**src/design/cau_pkg.sv**
```systemverilog
// Shared types, constants and helper functions for the complex arithmetic unit.
// Depends on nothing; every other file of the block uses it.
package cau_pkg;

    localparam int C_FRAC = 16;        // fraction bits of the Q format
    localparam int C_W    = 32;        // width of one operand or result part
    localparam int C_PW   = 2 * C_W;   // width of one product
    localparam int C_SW   = C_PW + 1;  // width of a sum of two products
    localparam int C_NW   = C_PW + C_FRAC;  // width of the scaled dividend
    localparam int C_STEPS = C_W;      // quotient bits, one per divider stage

    localparam logic [1:0] OP_ADD = 2'd0;
    localparam logic [1:0] OP_SUB = 2'd1;
    localparam logic [1:0] OP_MUL = 2'd2;
    localparam logic [1:0] OP_DIV = 2'd3;

    localparam logic signed [C_SW-1:0] C_SMAX = C_SW'(64'sd2147483647);
    localparam logic signed [C_SW-1:0] C_SMIN = C_SW'(-64'sd2147483648);
    localparam logic [C_W-1:0] C_PMAX = 32'h7FFF_FFFF;
    localparam logic [C_W-1:0] C_NMAX = 32'h8000_0000;

    typedef struct packed {
        logic           ovf;
        logic [C_W-1:0] val;
    } t_sat;

    typedef struct packed {
        logic [C_PW-1:0] rem;
        logic            q;
    } t_div_bit;

    // One item on its way through the divider stages.
    typedef struct packed {
        logic            is_div;
        logic            dz;
        logic [C_W-1:0]  pass_re;
        logic [C_W-1:0]  pass_im;
        logic            pass_ovf;
        logic            neg_re;
        logic            neg_im;
        logic            big_re;
        logic            big_im;
        logic [C_PW-1:0] den;
        logic [C_PW-1:0] rem_re;
        logic [C_PW-1:0] rem_im;
        logic [C_W-1:0]  lo_re;
        logic [C_W-1:0]  lo_im;
        logic [C_W-1:0]  quo_re;
        logic [C_W-1:0]  quo_im;
    } t_div_stage;

    typedef struct packed {
        logic [C_W-1:0] re;
        logic [C_W-1:0] im;
        logic           ovf;
        logic           dz;
    } t_result;

    // Clamp a wide signed value to the 32-bit signed range.
    function automatic t_sat sat_wide(input logic signed [C_SW-1:0] v);
        t_sat r;
        if (v > C_SMAX) begin
            r.ovf = 1'b1;
            r.val = C_PMAX;
        end else if (v < C_SMIN) begin
            r.ovf = 1'b1;
            r.val = C_NMAX;
        end else begin
            r.ovf = 1'b0;
            r.val = v[C_W-1:0];
        end
        return r;
    endfunction

    // Clamp a sign and magnitude quotient; big marks a quotient beyond 32 bits.
    function automatic t_sat sat_mag(input logic neg, input logic big,
                                     input logic [C_W-1:0] mag);
        t_sat r;
        if (neg) begin
            if (big || mag > C_NMAX) begin
                r.ovf = 1'b1;
                r.val = C_NMAX;
            end else begin
                r.ovf = 1'b0;
                r.val = (~mag) + C_W'(1);
            end
        end else begin
            if (big || mag[C_W-1]) begin
                r.ovf = 1'b1;
                r.val = C_PMAX;
            end else begin
                r.ovf = 1'b0;
                r.val = mag;
            end
        end
        return r;
    endfunction

    // One restoring division step: shift in a dividend bit, subtract if it fits.
    function automatic t_div_bit div_bit(input logic [C_PW-1:0] rem, input logic nbit,
                                         input logic [C_PW-1:0] den);
        t_div_bit r;
        logic [C_PW:0] t;
        t = {rem, nbit};
        if (t >= {1'b0, den}) begin
            r.q   = 1'b1;
            r.rem = C_PW'(t - {1'b0, den});
        end else begin
            r.q   = 1'b0;
            r.rem = t[C_PW-1:0];
        end
        return r;
    endfunction

endpackage

```
**src/design/cau_back.sv**
```systemverilog
// Output stage: saturates the quotients and picks the result for the opcode.
// Depends on cau_pkg.
module cau_back (
    input  logic                i_clk,
    input  logic                i_rst_n,
    input  logic                i_en,
    input  logic                i_vld,
    input  cau_pkg::t_div_stage i_stage,
    output logic                o_vld,
    output cau_pkg::t_result    o_res
);

    logic             r_vld;
    cau_pkg::t_result r_res;
    cau_pkg::t_result n_res;
    cau_pkg::t_sat    w_re, w_im;

    always_comb begin
        w_re = cau_pkg::sat_mag(i_stage.neg_re, i_stage.big_re, i_stage.quo_re);
        w_im = cau_pkg::sat_mag(i_stage.neg_im, i_stage.big_im, i_stage.quo_im);
        if (!i_stage.is_div) begin
            n_res.re  = i_stage.pass_re;
            n_res.im  = i_stage.pass_im;
            n_res.ovf = i_stage.pass_ovf;
            n_res.dz  = 1'b0;
        end else if (i_stage.dz) begin
            n_res.re  = '0;
            n_res.im  = '0;
            n_res.ovf = 1'b0;
            n_res.dz  = 1'b1;
        end else begin
            n_res.re  = w_re.val;
            n_res.im  = w_im.val;
            n_res.ovf = w_re.ovf | w_im.ovf;
            n_res.dz  = 1'b0;
        end
    end

    always_ff @(posedge i_clk) begin
        if (!i_rst_n) begin
            r_vld <= 1'b0;
        end else if (i_en) begin
            r_vld <= i_vld;
        end
    end

    always_ff @(posedge i_clk) begin
        if (i_en) begin
            r_res <= n_res;
        end
    end

    assign o_vld = r_vld;
    assign o_res = r_res;

endmodule

```
**config.mk**
```make
export PLATFORM = sky130hd
export DESIGN_NAME = cau_back
export DESIGN_NICKNAME = d
export VERILOG_FILES = /design/src/design/cau_pkg.sv /design/src/design/cau_back.sv
export SDC_FILE = /design/constraint.sdc
export NUM_CORES = 1
export LEC_CHECK = 0
export BUFFER_PORTS_ARGS = -buffer_cell sky130_fd_sc_hd__buf_2
export CAP_MARGIN = 15
export CELL_PAD_IN_SITES_DETAIL_PLACEMENT = 0
export CELL_PAD_IN_SITES_GLOBAL_PLACEMENT = 1
export CORE_AREA = 3 3 177 179
export CTS_BUF_LIST = sky130_fd_sc_hd__clkbuf_8
export DETAILED_ROUTE_END_ITERATION = 6
export DIE_AREA = 0 0 180 182
export PLACE_DENSITY_LB_ADDON = 0.08
export SETUP_SLACK_MARGIN = 0.02
export SLEW_MARGIN = 20
export SYNTH_ARGS = -nofsm -noshare
export SYNTH_HDL_FRONTEND = slang
export SYNTH_SLANG_ARGS = --single-unit
```
**constraint.sdc**
```tcl
create_clock -name i_clk -period 5.75 [get_ports i_clk]
set_input_delay 0.2875 -clock i_clk [delete_from_list [all_inputs] [get_ports i_clk]]
set_output_delay 0.2875 -clock i_clk [all_outputs]
set_load 0.02 [all_outputs]
```
==> impl_results.md <==
* Outcome: finished clean
* Number of synthesized flops with an enable pin at 66
* Worst slew margin at 22.9%
* Total negative slack at 0 ns
* Clock Skews at 0 ns
* Endpoints failing hold at 0
* R2r startpoint: o_vld$_SDFFE_PN0P_
* Via count at 5,420
* Core ar. at between 20,000 and 30,000 um2
* Die H at 182 um
* Gr ovfl total at 0
* Buffers on Ports at just over 200
* Clock slew at reported path FFs at 0.09 ns
* Syn avg cell area at 8.85 um2
* Initial Util at between 10% and 20%
* Final slew viol count at 0
* Post-CTS Hold Fix Bufs at 0
* Area delta synth->final at 32.7%
* Dpl hpwl at 18,000 um
* Num Clock Sinks at 67
* CTS buffer count at 9
* Synthesized cell area at 5020 um2
* Setup Fix Bufs, Post-CTS at 0
* RSZ-0062 raised after global routing: false
* Num ports at 462
* Metal-1 WL at 11,700 um
* Die X-Extent at 180 um
* Crit path launch: i_stage[1]
* Nets at 1,144
* Predominant post-synthesis flop cell: edfxtp_1
* Hold Crit Start: i_rst_n
* Worst slew pin tran at 1.14 ns
* Syn Inst Count at between 500 and 600
* Residual DRC count at 0
* Crit start category: input port
* Met3 wire len at 2280 um
* Crit end category: register
* Row cnt at 63
* Die ar. at 32,800 um2
* CP Class: input port to register
* Layout cells sized above 1 at 32.2%
* RD Place Congestion at 0.772
* Ys async rst share at 0%
* Sequential element share of the synthesized area at 39.8%
* Max layer used: met5
* Final min period at 3.26 ns
* PD cells at about 220 nW/um2
* Initial antenna violation count at 11
* Seq cells post-synth at 67
* GR Util All Layers at between 10% and 20%
* Synthesized net count at 965
* TritonCTS clock tree: yes
* Post-Route WL at 24,100 um
* Resized cells post-CTS at 0
* Lkg Pwr at about 2.6 nW
* Max-cap violation count at 0
* Final period utilization at a little under three fifths
* Met2 wire length at 9790 um
* Starting DRT DRC Count at about 330
* Final setup violation count at 0
* Number of global-route vias before repair at 5,517
* Synth Warn # at 0
* Vias/cell at 4.74
* Total power at roughly 1.5 mW
* Largest fanout on the critical path at 27
* First-pass GRT wire length at roughly 36,000 um
* Clk_lat worst skew at 0.36 ns
* Netlist cell types at 63
* Antenna-violating nets left at 0
* Clock Tree Buf Depth at 2
* Worst vdd ir at 0.105 mV
* DR WL/cell at approximately 21 um
* DRT Pass-1 Iters at 4
* Worst Path Required at 5.82 ns
* Htree depth at 3
* Largest net degree at the start of global routing at 68
* CP arrival at ~3.3 ns
* Fmax achieved at ~300 MHz
* Worst min path class: input port to register
* Clk root buf: clkbuf_8
-- synthesized netlist by cell type, drive strengths merged (2+ instances only) --
cell type	count	area share, %
nor2b	2	0.25
nand2b	4	0.50
o21ai	13	1.3
nand4b	4	0.70
a311oi	3	0.52
nor2	39	2.9
or4b	2	0.47
nor3	18	2.2
a21oi	59	5.9
edfxtp	66	39
o32ai	31	6.0
nand3	23	2.3
nand2	45	3.4
nand3b	4	0.60
nor3b	2	0.30
a41oi	2	0.72
inv	43	3.2
a211oi	2	0.30
a31oi	11	1.4
and4	3	0.52
clkinv	2	0.15
o311a	3	0.60
mux2i	4	0.80
o211a	2	0.40
o211ai	3	0.45
or4	7	1.1
ha	2	0.50
o41a	2	0.45
nor4b	2	0.35
a21o	4	0.60
o22ai	13	1.6
o41ai	3	0.52
nand4	20	2.5
and3	5	0.62
buf	9	1.1
clkbuf	34	2.5
o2bb2ai	29	5.1
and2	5	0.62
nor4	21	3.3
o311ai	4	0.70
or3	7	0.87
-- metrics by stage --
step | std cells | setup slack [ns] | cell area (um2) | hold WS (ns) | utilization (%)
after floorplan | 568 | 3.45 | 5020 | 0.400 | -
after global placement | 1126 | 2.07 | 6420 | 0.500 | 21.6
after detailed placement | 1126 | 2.14 | 6420 | 0.518 | 21.6
after CTS | 1142 | 2.52 | 6660 | 0.0942 | 22.4
after global routing | 1144 | 2.37 | 6670 | 0.131 | 22.4
final | 1144 | 2.49 | 6670 | 0.127 | 22.4
-- placed cells by master (no fill, tap or decap), types with 18 or more instances in the layout --
cell type  synthesis  routed
nand3_1           23      23
o2bb2ai_1         29      29
nor4_1            18      18
buf_2              4     204
o32ai_1           27      27
nand4_1           20      20
inv_1             43      44
nor2_1            39      39
edfxtp_1          66      66
a21oi_1           59      59
nand2_1           45      45
-- path summary, 6_finish.rpt --
| check | end | slack (ns) | cells after the start |
|---|---|---|---|
| hold reg to reg | o_vld$_SDFFE_PN0P_ | 0.54 | 2 |
| setup / recovery | o_res[22]$_DFFE_PP_ | 2.49 | 8 |
| hold / removal | o_vld$_SDFFE_PN0P_ | 0.13 | 2 |
| setup reg to reg | o_vld$_SDFFE_PN0P_ | 5.14 | 2 |
-- registers in the layout, indices dropped and copies added, names as in the netlist --
signal,count
o_res,66
o_vld,1
-- power breakdown --
group | total (mW) | switching (mW) | internal, mW
Sequential | 0.602 | 0.0123 | 0.590
Combinational | 0.355 | 0.236 | 0.119
Clock | 0.517 | 0.229 | 0.289
Total | 1.47 | 0.477 | 0.997
-- final cells by class --
class                   instances  area [um2]
flip-flops and latches         67        2000
fillers                      3341       23100
clock buffers                   9         124
clock inverters                 7         119
well taps                     390         488
repair buffers                211        1070
inverters                      45         169
diodes                          2        5.00
multi-input cells             413        2690
-- worst max-delay path: stages --
cell and delay (ns):
buf_2 0.14, inv_1 0.08, ha_1 0.22, or4b_4 0.52, nor4_4 0.26, and4_1 0.44
a41oi_4 0.52, o32ai_1 0.85
-- metal layers --
| layer | vias to the layer above | track usage (%) |
|---|---|---|
| li1 | 2610 | - |
| met1 | 2549 | 20.4 |
| met2 | 220 | 20.5 |
| met3 | 25 | 5.99 |
| met4 | 16 | 2.60 |
| met5 | - | 0 |
-- logic make-up (layout without fill, tap and decap cells) --
logic type,after synthesis,in the layout,share of synthesized area [%]
buffers and inverters,88,272,7.05
AOI/OAI and AO/OA,192,192,28.0
DFF,67,67,39.8
and+or+nand+nor,215,215,23.9
muxes,4,4,0.797
other,0,2,0
adders and majority gates,2,2,0.498
(Power assumes the default switching activity.)
