[src/design/cau_pkg.sv]
// Shared types, constants and helper functions for the complex arithmetic unit.
// Depends on nothing; every other file of the block uses it.
package cau_pkg;

    localparam int C_FRAC = 16;        // fraction bits of the Q format
    localparam int C_W    = 32;        // width of one operand or result part
    localparam int C_PW   = 2 * C_W;   // width of one product
    localparam int C_SW   = C_PW + 1;  // width of a sum of two products
    localparam int C_NW   = C_PW + C_FRAC;  // width of the scaled dividend
    localparam int C_STEPS = C_W;      // quotient bits, one per divider stage

    localparam logic [1:0] OP_ADD = 2'd0;
    localparam logic [1:0] OP_SUB = 2'd1;
    localparam logic [1:0] OP_MUL = 2'd2;
    localparam logic [1:0] OP_DIV = 2'd3;

    localparam logic signed [C_SW-1:0] C_SMAX = C_SW'(64'sd2147483647);
    localparam logic signed [C_SW-1:0] C_SMIN = C_SW'(-64'sd2147483648);
    localparam logic [C_W-1:0] C_PMAX = 32'h7FFF_FFFF;
    localparam logic [C_W-1:0] C_NMAX = 32'h8000_0000;

    typedef struct packed {
        logic           ovf;
        logic [C_W-1:0] val;
    } t_sat;

    typedef struct packed {
        logic [C_PW-1:0] rem;
        logic            q;
    } t_div_bit;

    // One item on its way through the divider stages.
    typedef struct packed {
        logic            is_div;
        logic            dz;
        logic [C_W-1:0]  pass_re;
        logic [C_W-1:0]  pass_im;
        logic            pass_ovf;
        logic            neg_re;
        logic            neg_im;
        logic            big_re;
        logic            big_im;
        logic [C_PW-1:0] den;
        logic [C_PW-1:0] rem_re;
        logic [C_PW-1:0] rem_im;
        logic [C_W-1:0]  lo_re;
        logic [C_W-1:0]  lo_im;
        logic [C_W-1:0]  quo_re;
        logic [C_W-1:0]  quo_im;
    } t_div_stage;

    typedef struct packed {
        logic [C_W-1:0] re;
        logic [C_W-1:0] im;
        logic           ovf;
        logic           dz;
    } t_result;

    // Clamp a wide signed value to the 32-bit signed range.
    function automatic t_sat sat_wide(input logic signed [C_SW-1:0] v);
        t_sat r;
        if (v > C_SMAX) begin
            r.ovf = 1'b1;
            r.val = C_PMAX;
        end else if (v < C_SMIN) begin
            r.ovf = 1'b1;
            r.val = C_NMAX;
        end else begin
            r.ovf = 1'b0;
            r.val = v[C_W-1:0];
        end
        return r;
    endfunction

    // Clamp a sign and magnitude quotient; big marks a quotient beyond 32 bits.
    function automatic t_sat sat_mag(input logic neg, input logic big,
                                     input logic [C_W-1:0] mag);
        t_sat r;
        if (neg) begin
            if (big || mag > C_NMAX) begin
                r.ovf = 1'b1;
                r.val = C_NMAX;
            end else begin
                r.ovf = 1'b0;
                r.val = (~mag) + C_W'(1);
            end
        end else begin
            if (big || mag[C_W-1]) begin
                r.ovf = 1'b1;
                r.val = C_PMAX;
            end else begin
                r.ovf = 1'b0;
                r.val = mag;
            end
        end
        return r;
    endfunction

    // One restoring division step: shift in a dividend bit, subtract if it fits.
    function automatic t_div_bit div_bit(input logic [C_PW-1:0] rem, input logic nbit,
                                         input logic [C_PW-1:0] den);
        t_div_bit r;
        logic [C_PW:0] t;
        t = {rem, nbit};
        if (t >= {1'b0, den}) begin
            r.q   = 1'b1;
            r.rem = C_PW'(t - {1'b0, den});
        end else begin
            r.q   = 1'b0;
            r.rem = t[C_PW-1:0];
        end
        return r;
    endfunction

endpackage

[src/design/cau_div_step.sv]
// One registered stage of the restoring divider: one quotient bit per part.
// Depends on cau_pkg.
module cau_div_step (
    input  logic                i_clk,
    input  logic                i_rst_n,
    input  logic                i_en,
    input  logic                i_vld,
    input  cau_pkg::t_div_stage i_stage,
    output logic                o_vld,
    output cau_pkg::t_div_stage o_stage
);

    logic                r_vld;
    cau_pkg::t_div_stage r_stage;
    cau_pkg::t_div_stage n_stage;
    cau_pkg::t_div_bit   w_re, w_im;

    always_comb begin
        w_re = cau_pkg::div_bit(i_stage.rem_re, i_stage.lo_re[cau_pkg::C_W-1], i_stage.den);
        w_im = cau_pkg::div_bit(i_stage.rem_im, i_stage.lo_im[cau_pkg::C_W-1], i_stage.den);
        n_stage        = i_stage;
        n_stage.rem_re = w_re.rem;
        n_stage.rem_im = w_im.rem;
        n_stage.lo_re  = {i_stage.lo_re[cau_pkg::C_W-2:0], 1'b0};
        n_stage.lo_im  = {i_stage.lo_im[cau_pkg::C_W-2:0], 1'b0};
        n_stage.quo_re = {i_stage.quo_re[cau_pkg::C_W-2:0], w_re.q};
        n_stage.quo_im = {i_stage.quo_im[cau_pkg::C_W-2:0], w_im.q};
    end

    always_ff @(posedge i_clk) begin
        if (!i_rst_n) begin
            r_vld <= 1'b0;
        end else if (i_en) begin
            r_vld <= i_vld;
        end
    end

    always_ff @(posedge i_clk) begin
        if (i_en) begin
            r_stage <= n_stage;
        end
    end

    assign o_vld   = r_vld;
    assign o_stage = r_stage;

endmodule

[config.mk]
export PLATFORM = sky130hd
export DESIGN_NAME = cau_div_step
export DESIGN_NICKNAME = d
export VERILOG_FILES = /design/src/design/cau_pkg.sv /design/src/design/cau_div_step.sv
export SDC_FILE = /design/constraint.sdc
export NUM_CORES = 1
export LEC_CHECK = 0
export ABC_AREA = 1
export BUFFER_PORTS_ARGS = -buffer_cell sky130_fd_sc_hd__buf_2
export CORE_AREA = 2 2 304 306
export CTS_CLUSTER_SIZE = 10
export DETAILED_ROUTE_END_ITERATION = 8
export DIE_AREA = 0 0 306 308
export PLACE_DENSITY = 0.57
export SLEW_MARGIN = 30
export SYNTH_ARGS = -nofsm -noshare
export SYNTH_HDL_FRONTEND = slang
export SYNTH_SLANG_ARGS = --single-unit
[constraint.sdc]
create_clock -name i_clk -period 2 [get_ports i_clk]
set_input_delay 0.1 -clock i_clk [delete_from_list [all_inputs] [get_ports i_clk]]
set_output_delay 0.1 -clock i_clk [all_outputs]
set_load 0.01 [all_outputs]
==> results of run 1 <==
==> stage by stage <==
| step | area [um^2] | setup WS [ns] | util (%) | power (uW) |
|---|---|---|---|---|
| floorplan | 25660 | 0.05159 | - | 14020 |
| global placement | 35730 | -0.7291 | 39.28 | 18940 |
| detailed placement | 35730 | -0.7591 | 39.28 | 18930 |
| CTS | 41150 | 0.006027 | 45.24 | 28400 |
| global route | 41460 | -0.003926 | 45.58 | 29540 |
| finish | 41470 | 0.07272 | 45.59 | 28290 |
==> worst max-delay path: cells and delay by family <==
family | cells | cell delay (ns)
buffers and inverters | 6 | 0.70
AND/OR/NAND/NOR | 9 | 1.29
adder cells (fa/ha/maj) | 1 | 0.33
==> cells in the final DEF (no fill, tap or decap), types with 3 or more instances in the layout <==
cell type / n
sky130_fd_sc_hd__and2_1: 3
sky130_fd_sc_hd__nand3_1: 270
sky130_fd_sc_hd__a21oi_1: 88
sky130_fd_sc_hd__dlygate4sd3_1: 390
sky130_fd_sc_hd__nor3_1: 16
sky130_fd_sc_hd__edfxtp_1: 389
sky130_fd_sc_hd__buf_4: 597
sky130_fd_sc_hd__nand3_2: 13
sky130_fd_sc_hd__nor2_4: 8
sky130_fd_sc_hd__o21ai_0: 17
sky130_fd_sc_hd__nor2_1: 207
sky130_fd_sc_hd__diode_2: 7
sky130_fd_sc_hd__nand2_4: 3
sky130_fd_sc_hd__ha_2: 5
sky130_fd_sc_hd__clkbuf_16: 50
sky130_fd_sc_hd__nor2_2: 26
sky130_fd_sc_hd__and3_1: 6
sky130_fd_sc_hd__inv_2: 13
sky130_fd_sc_hd__clkinv_1: 4
sky130_fd_sc_hd__clkinv_2: 3
sky130_fd_sc_hd__nand2_1: 1363
sky130_fd_sc_hd__nor4_1: 11
sky130_fd_sc_hd__buf_12: 20
sky130_fd_sc_hd__buf_2: 781
sky130_fd_sc_hd__buf_6: 5
sky130_fd_sc_hd__nand4_1: 15
sky130_fd_sc_hd__nand3b_1: 32
sky130_fd_sc_hd__ha_1: 114
sky130_fd_sc_hd__xor2_1: 60
sky130_fd_sc_hd__clkbuf_1: 19
sky130_fd_sc_hd__inv_1: 702
sky130_fd_sc_hd__o21bai_1: 3
sky130_fd_sc_hd__ha_4: 9
sky130_fd_sc_hd__nand2_2: 20
==> routing by layer <==
metal	vias up	part of all wire, %
li1	14390	-
met1	13630	39
met2	990	51
met3	202	5.4
met4	12	4.8
met5	-	0.056
==> flip-flops by register name, summed over array words and instances (netlist names) <==
name and cells:
o_vld 1, o_stage 389
==> area by class of cell <==
cell class / instances / area share, %
timing repair buffer: 1795 / 30.82
sequential: 390 / 28.22
multi-input combinational: 2305 / 27.22
inverter: 716 / 6.490
tap: 1186 / 3.578
clock buffer: 69 / 3.189
clock inverter: 15 / 0.4465
antenna: 7 / 0.04224
==> cell families (layout without fill, tap and decap cells) <==
family	after synthesis	in the layout
XOR/XNOR	62	62
other	1	9
adder cells (fa/ha/maj)	130	130
buffers and inverters	757	2595
AND/OR/NAND/NOR	1998	1998
flip-flops	390	390
AO/OA/AOI/OAI	113	113
==> Yosys cell counts, types with 3 or more instances <==
cell | count | area share (%)
sky130_fd_sc_hd__and2_1 | 3 | 0.073
sky130_fd_sc_hd__nand3_1 | 280 | 5.5
sky130_fd_sc_hd__nor4_1 | 11 | 0.27
sky130_fd_sc_hd__clkbuf_1 | 19 | 0.28
sky130_fd_sc_hd__nand3b_1 | 32 | 0.94
sky130_fd_sc_hd__nand2_4 | 3 | 0.13
sky130_fd_sc_hd__inv_1 | 707 | 10
sky130_fd_sc_hd__nor3_1 | 17 | 0.33
sky130_fd_sc_hd__a21oi_1 | 90 | 1.8
sky130_fd_sc_hd__nand2_2 | 14 | 0.34
sky130_fd_sc_hd__buf_1 | 5 | 0.073
sky130_fd_sc_hd__xor2_1 | 60 | 2.0
sky130_fd_sc_hd__nand3_2 | 3 | 0.12
sky130_fd_sc_hd__nor2_2 | 15 | 0.37
sky130_fd_sc_hd__ha_1 | 128 | 6.2
sky130_fd_sc_hd__inv_2 | 9 | 0.13
sky130_fd_sc_hd__nor2_1 | 221 | 3.2
sky130_fd_sc_hd__nand2_1 | 1369 | 20
sky130_fd_sc_hd__o21bai_1 | 3 | 0.088
sky130_fd_sc_hd__buf_2 | 7 | 0.14
sky130_fd_sc_hd__buf_6 | 7 | 0.31
sky130_fd_sc_hd__o21ai_0 | 17 | 0.33
sky130_fd_sc_hd__nor2_4 | 5 | 0.22
sky130_fd_sc_hd__nand4_1 | 15 | 0.37
sky130_fd_sc_hd__edfxtp_1 | 389 | 46
sky130_fd_sc_hd__and3_1 | 6 | 0.15
==> power by group through the flow <==
stage,Sequential [uW],Combinational [uW],Clock (uW)
2_1_floorplan,10900,3130,0
3_3_place_gp,10600,8380,0
3_5_place_dp,10500,8390,0
4_1_cts,10400,9070,8930
5_1_grt,10500,9880,9200
6_report,10400,9160,8740
==> worst max-delay path by stage <==
stage,end,slack (ns),cells after the start
6_report,o_stage[181]$_DFFE_PP_,0.07,16
5_1_grt,o_stage[175]$_DFFE_PP_,-0.004,16
4_1_cts,o_stage[198]$_DFFE_PP_,0.006,15
3_5_place_dp,o_stage[218]$_DFFE_PP_,-0.76,14
3_3_place_gp,o_stage[197]$_DFFE_PP_,-0.73,14
2_1_floorplan,o_stage[195]$_DFFE_PP_,0.05,18
==> timing repair <==
action                                  in CTS  in global routing
resized for setup                            2                 61
endpoints found under the setup margin      48                124
setup buffers                                0                  1
endpoints found under the hold margin      441                  0
pin swaps                                    0                  3
hold buffers                               390                  0
gates cloned                                 0                  0
==> flow_summary.json, run 1 <==
{
  "dpl.cell_count": 6001,
  "synth.ff_latch_count": 390,
  "finalMaxSlewViolations": 0,
  "startpoint_types": "input pin",
  "syn2layout_area_growth_pct": 61.65,
  "post-route-drc-count": 0,
  "globalplace.congestion": 0.9696,
  "detail_route.vias_per_cell": 4.507,
  "setup-violations-final": 0,
  "leak_pwr_uw": 0.02206,
  "cts_buffers": 50,
  "stdcell_count": 6483,
  "ys_dominant_reg_cell": "sky130_fd_sc_hd__edfxtp_1",
  "globalRouteMet1Util_pct": 33.61,
  "htreeDepth": 2,
  "hpwlAfterDp_um": 119600,
  "crit-reg2reg-capture": "o_vld$_SDFFE_PN0P_",
  "fill_cells": 9169,
  "final_min_period_over_clock_period_pct": 96.36,
  "wire_length_of_the_first_global_routing_pass_um": 198700,
  "detailedRoute.firstIterationViolations": 2106,
  "drv.max_cap_violation_count": 0,
  "p_int_uw": 18860,
  "worst_ir_drop_vdd_mv": 0.6338,
  "clk_path_buf_depth": 3,
  "min_path_type": "input pin to register",
  "grt_overflow": 0,
  "post_synth_xor_area_fraction_pct": 2.117,
  "nets": 5783,
  "placementRows": 111,
  "power.switching_fraction_pct": 33.36,
  "crit_path_cell_trace": "buf_2 -> inv_1 -> buf_4 -> ha_1 -> buf_4 -> nand2_1 -> inv_1 -> nand3_1 -> nor3_1 -> nand3_1 -> nand3_2 -> nor2_4 -> nand2_4 -> buf_12 -> nand3_1 -> nand2_1",
  "clock_sink_total": 390,
  "detailroute.via_count": 29220,
  "io_buffer_count": 782,
  "synthArstFlopShare_pct": 0,
  "gr-usage-met3_pct": 4.240,
  "synthMuxAreaShare_pct": 0,
  "cp_slowest_stage_delay_ns": 0.33,
  "r2r-start": "o_vld$_SDFFE_PN0P_",
  "fp.coreArea_um2": 90970,
  "grt.busiest_layer": "met2",
  "criticalPathCategory": "input pin to register",
  "final_hold_vios": 0,
  "route.antenna.remaining_nets": 0,
  "critical_path_arrival_ns": 2.42,
  "r2r_worst_path_depth": 3,
  "critical_path.startpoint": "i_stage[312]",
  "synth_top_family_by_area": "simple AND/OR/NAND/NOR gates",
  "power_frac_seq_pct": 36.7,
  "top_level_ports": 787,
  "cell_type_of_the_slowest_stage_on_the_worst_timing_path": "sky130_fd_sc_hd__ha_1",
  "path_max_fanout": 17,
  "fin_skew_ns": 0,
  "run_status": "finished, final reports clean",
  "regArea_um2": 11700,
  "power.share.combinational_pct": 32.4,
  "end_kind": "register",
  "power.density_cell_area_nw_per_um2": 682.3,
  "post_synth.cell_area_avg_um2": 7.434,
  "die-height_um": 308,
  "globalRouteMet2Util_pct": 54.64,
  "r2r_setup_slack_ns": 0.78,
  "yosysWarningCount": 0,
  "path_clk_slew_ns": 0.06,
  "antenna_found_initial": 23,
  "worst_hold_path.num_cells": 5,
  "p_switching_uw": 9438,
  "cts_tree": "built",
  "multi_input_area_um2": 11290,
  "post-route-min-period_ns": 1.927,
  "drt-total-wl_um": 143600,
  "drt_pass1_iterations": 6,
  "number_of_enable_flip_flop_cells_after_synthesis": 389,
  "post_synth_and_or_nand_nor_area_fraction_pct": 32.19,
  "critical_path_required_ns": 2.49,
  "synth_sequential_area_ratio_pct": 45.61,
  "initial_util_pct": 28.20,
  "setup-tns-final_ns": 0,
  "hold_crit_start": "i_stage[254]",
  "post_drt_wl_per_cell_um": 22.16,
  "max_freq_ghz": 0.5189,
  "critical_path.most_common_cell": "sky130_fd_sc_hd__nand3_1",
  "grt_max_degree": 63,
  "globalRouteTotalUtil_pct": 29.55,
  "clockRootBuffer": "sky130_fd_sc_hd__clkbuf_16",
  "cells_after_synthesis": 3451,
  "die_w_um": 306,
  "synth_compound_area_share_pct": 2.258,
  "syn-cell-area_um2": 25650,
  "clk_latency_ns": 0.62,
  "hold_ep": "o_stage[255]$_DFFE_PP_",
  "hold_ws_ns": 0.07316,
  "final_layout_size_suffix_gt1_share_pct": 29.74,
  "synth-adder-area-share_pct": 6.399,
  "fp.dieArea_um2": 94250,
  "synth.distinct_cells": 38,
  "grt_pass1_vias": 29190,
  "power_frac_clock_pct": 30.9
}
(Power assumes the default switching activity.)
==> run 2, diff against run 1 <==
--- a/config.mk
+++ b/config.mk
@@ -11,7 +11,7 @@
 export CTS_CLUSTER_SIZE = 10
 export DETAILED_ROUTE_END_ITERATION = 8
 export DIE_AREA = 0 0 306 308
-export PLACE_DENSITY = 0.57
+export PLACE_DENSITY_LB_ADDON = 0.3
 export SLEW_MARGIN = 30
 export SYNTH_ARGS = -nofsm -noshare
 export SYNTH_HDL_FRONTEND = slang
==> flow_summary.json, run 2 (same netlist as run 1, synthesis figures left out) <==
{
  "largest_reg_flops": 389,
  "top_level_ports": 787,
  "nets": 5847,
  "criticalPathCategory": "input pin to register",
  "detail_route.vias_per_cell": 4.491,
  "clk_latency_ns": 0.63,
  "die_w_um": 306,
  "multi_input_area_um2": 11220,
  "clockRootBuffer": "sky130_fd_sc_hd__clkbuf_16",
  "fill_cells": 9261,
  "top_layer_used": "met5",
  "unrepaired_setup_endpoints_after_global_routing": "true",
  "met2_wirelength_um": 71040,
  "max_freq_ghz": 0.5053,
  "mostFrequentLayoutCells": "sky130_fd_sc_hd__nand2_1 (1,361), sky130_fd_sc_hd__buf_2 (781), sky130_fd_sc_hd__inv_1 (701), sky130_fd_sc_hd__buf_4 (661)",
  "setup-violations-final": 0,
  "worst_ir_drop_vdd_mv": 0.6004,
  "drt-total-wl_um": 139600,
  "dpl.cell_count": 6066,
  "r2r-start": "o_vld$_SDFFE_PN0P_",
  "cts_buffers": 50,
  "end_kind": "register",
  "post-route-min-period_ns": 1.979,
  "startpoint_types": "input pin",
  "io_buffer_count": 782,
  "finalMaxSlewViolations": 0,
  "path_max_fanout": 19,
  "final_layout_size_suffix_gt1_share_pct": 30.46,
  "stdcell_count": 6543,
  "leak_pwr_uw": 0.02236,
  "min_path_type": "input pin to register",
  "globalplace.congestion": 0.9822,
  "fin_skew_ns": 0,
  "clk_path_buf_depth": 3,
  "syn2layout_area_growth_pct": 63.50,
  "grt_pass1_vias": 29470,
  "hold_crit_start": "i_stage[192]",
  "grt_overflow": 0,
  "power.density_cell_area_nw_per_um2": 674.9,
  "clock_sink_total": 390,
  "final_min_period_over_clock_period_pct": 98.95,
  "route.antenna.remaining_nets": 0,
  "cts_tree": "built",
  "globalRouteTotalUtil_pct": 28.80,
  "regArea_um2": 11700,
  "antenna_found_initial": 26,
  "critical_path.startpoint": "i_stage[308]",
  "run_status": "finished, final reports clean",
  "htreeDepth": 2,
  "final_hold_vios": 0,
  "critical_path_arrival_ns": 2.35,
  "drt_pass1_iterations": 6,
  "post_drt_wl_per_cell_um": 21.33,
  "hpwlAfterDp_um": 115700,
  "placementRows": 111,
  "hold_ws_ns": 0.08621,
  "layout_commonest_cell": "sky130_fd_sc_hd__nand2_1",
  "critical_path_required_ns": 2.37,
  "detailroute.via_count": 29380,
  "post-route-drc-count": 0,
  "detailedRoute.firstIterationViolations": 2015,
  "drv.max_cap_violation_count": 0,
  "die-height_um": 308,
  "fp.dieArea_um2": 94250,
  "detailroute.wirelength.met3_um": 7583,
  "path_clk_slew_ns": 0.05,
  "fp.coreArea_um2": 90970,
  "fin_util_pct": 46.11,
  "drt-met1-wl_um": 54750,
  "grt_max_degree": 55,
  "wire_length_of_the_first_global_routing_pass_um": 195700,
  "initial_util_pct": 28.20
}
==> run 2: final cells by class <==
type / count / share of cell area, %
diodes: 9 / 0.05369
clock buffers: 60 / 3.072
clock inverters: 18 / 0.4952
inverters: 716 / 6.434
multi-input cells: 2305 / 26.76
flip-flops and latches: 390 / 27.90
well taps: 1186 / 3.538
repair buffers: 1859 / 31.76
==> run 2: metal layers <==
metal,global-route usage (%),vias up
li1,-,14500
met4,11.09,20
met3,4.624,234
met2,53.37,979
met5,0,-
met1,33.01,13650
==> run 2: metrics by stage <==
stage	worst slack [ns]	total power, uW	cell area, um^2	setup TNS (ns)
after global placement	-0.6416	19040	36310	-73.12
after CTS	0.01115	28430	41700	0
final	0.02098	28310	41950	0
after detailed placement	-0.6654	19040	36310	-75.47
after global routing	-0.04784	29590	41930	-1.073
after floorplan	0.05159	14020	25660	0
==> run 2: critical path, cell delays in order <==
cell,delay [ns]
sky130_fd_sc_hd__buf_2,0.09
sky130_fd_sc_hd__inv_1,0.11
sky130_fd_sc_hd__ha_1,0.38
sky130_fd_sc_hd__nand2_1,0.10
sky130_fd_sc_hd__nor2_1,0.26
sky130_fd_sc_hd__nand2_1,0.14
sky130_fd_sc_hd__inv_1,0.10
sky130_fd_sc_hd__nand2_1,0.08
sky130_fd_sc_hd__nor3_1,0.29
sky130_fd_sc_hd__nand2_2,0.12
sky130_fd_sc_hd__buf_4,0.23
sky130_fd_sc_hd__buf_12,0.18
sky130_fd_sc_hd__nand3_1,0.08
sky130_fd_sc_hd__nand2_1,0.07
==> run 2: final timing paths <==
check | end | slack [ns] | cells after the start
worst max register to register | o_vld$_SDFFE_PN0P_ | 0.81 | 3
worst max-delay path | o_stage[187]$_DFFE_PP_ | 0.02 | 14
worst min register to register | o_vld$_SDFFE_PN0P_ | 1.11 | 3
worst min-delay path | o_stage[193]$_DFFE_PP_ | 0.09 | 4
==> run 2: what timing repair did <==
action,4_1_cts,5_1_grt
setup endpoints to repair,0,126
hold endpoints to repair,400,0
gates resized for setup,0,44
setup buffers,0,1
hold buffers,389,0
==> run 2: power by group <==
group	internal, uW	total (uW)	switching, uW
logic	4030	9220	5190
clock network	4930	8670	3740
registers	10000	10400	375
total	19000	28300	9300
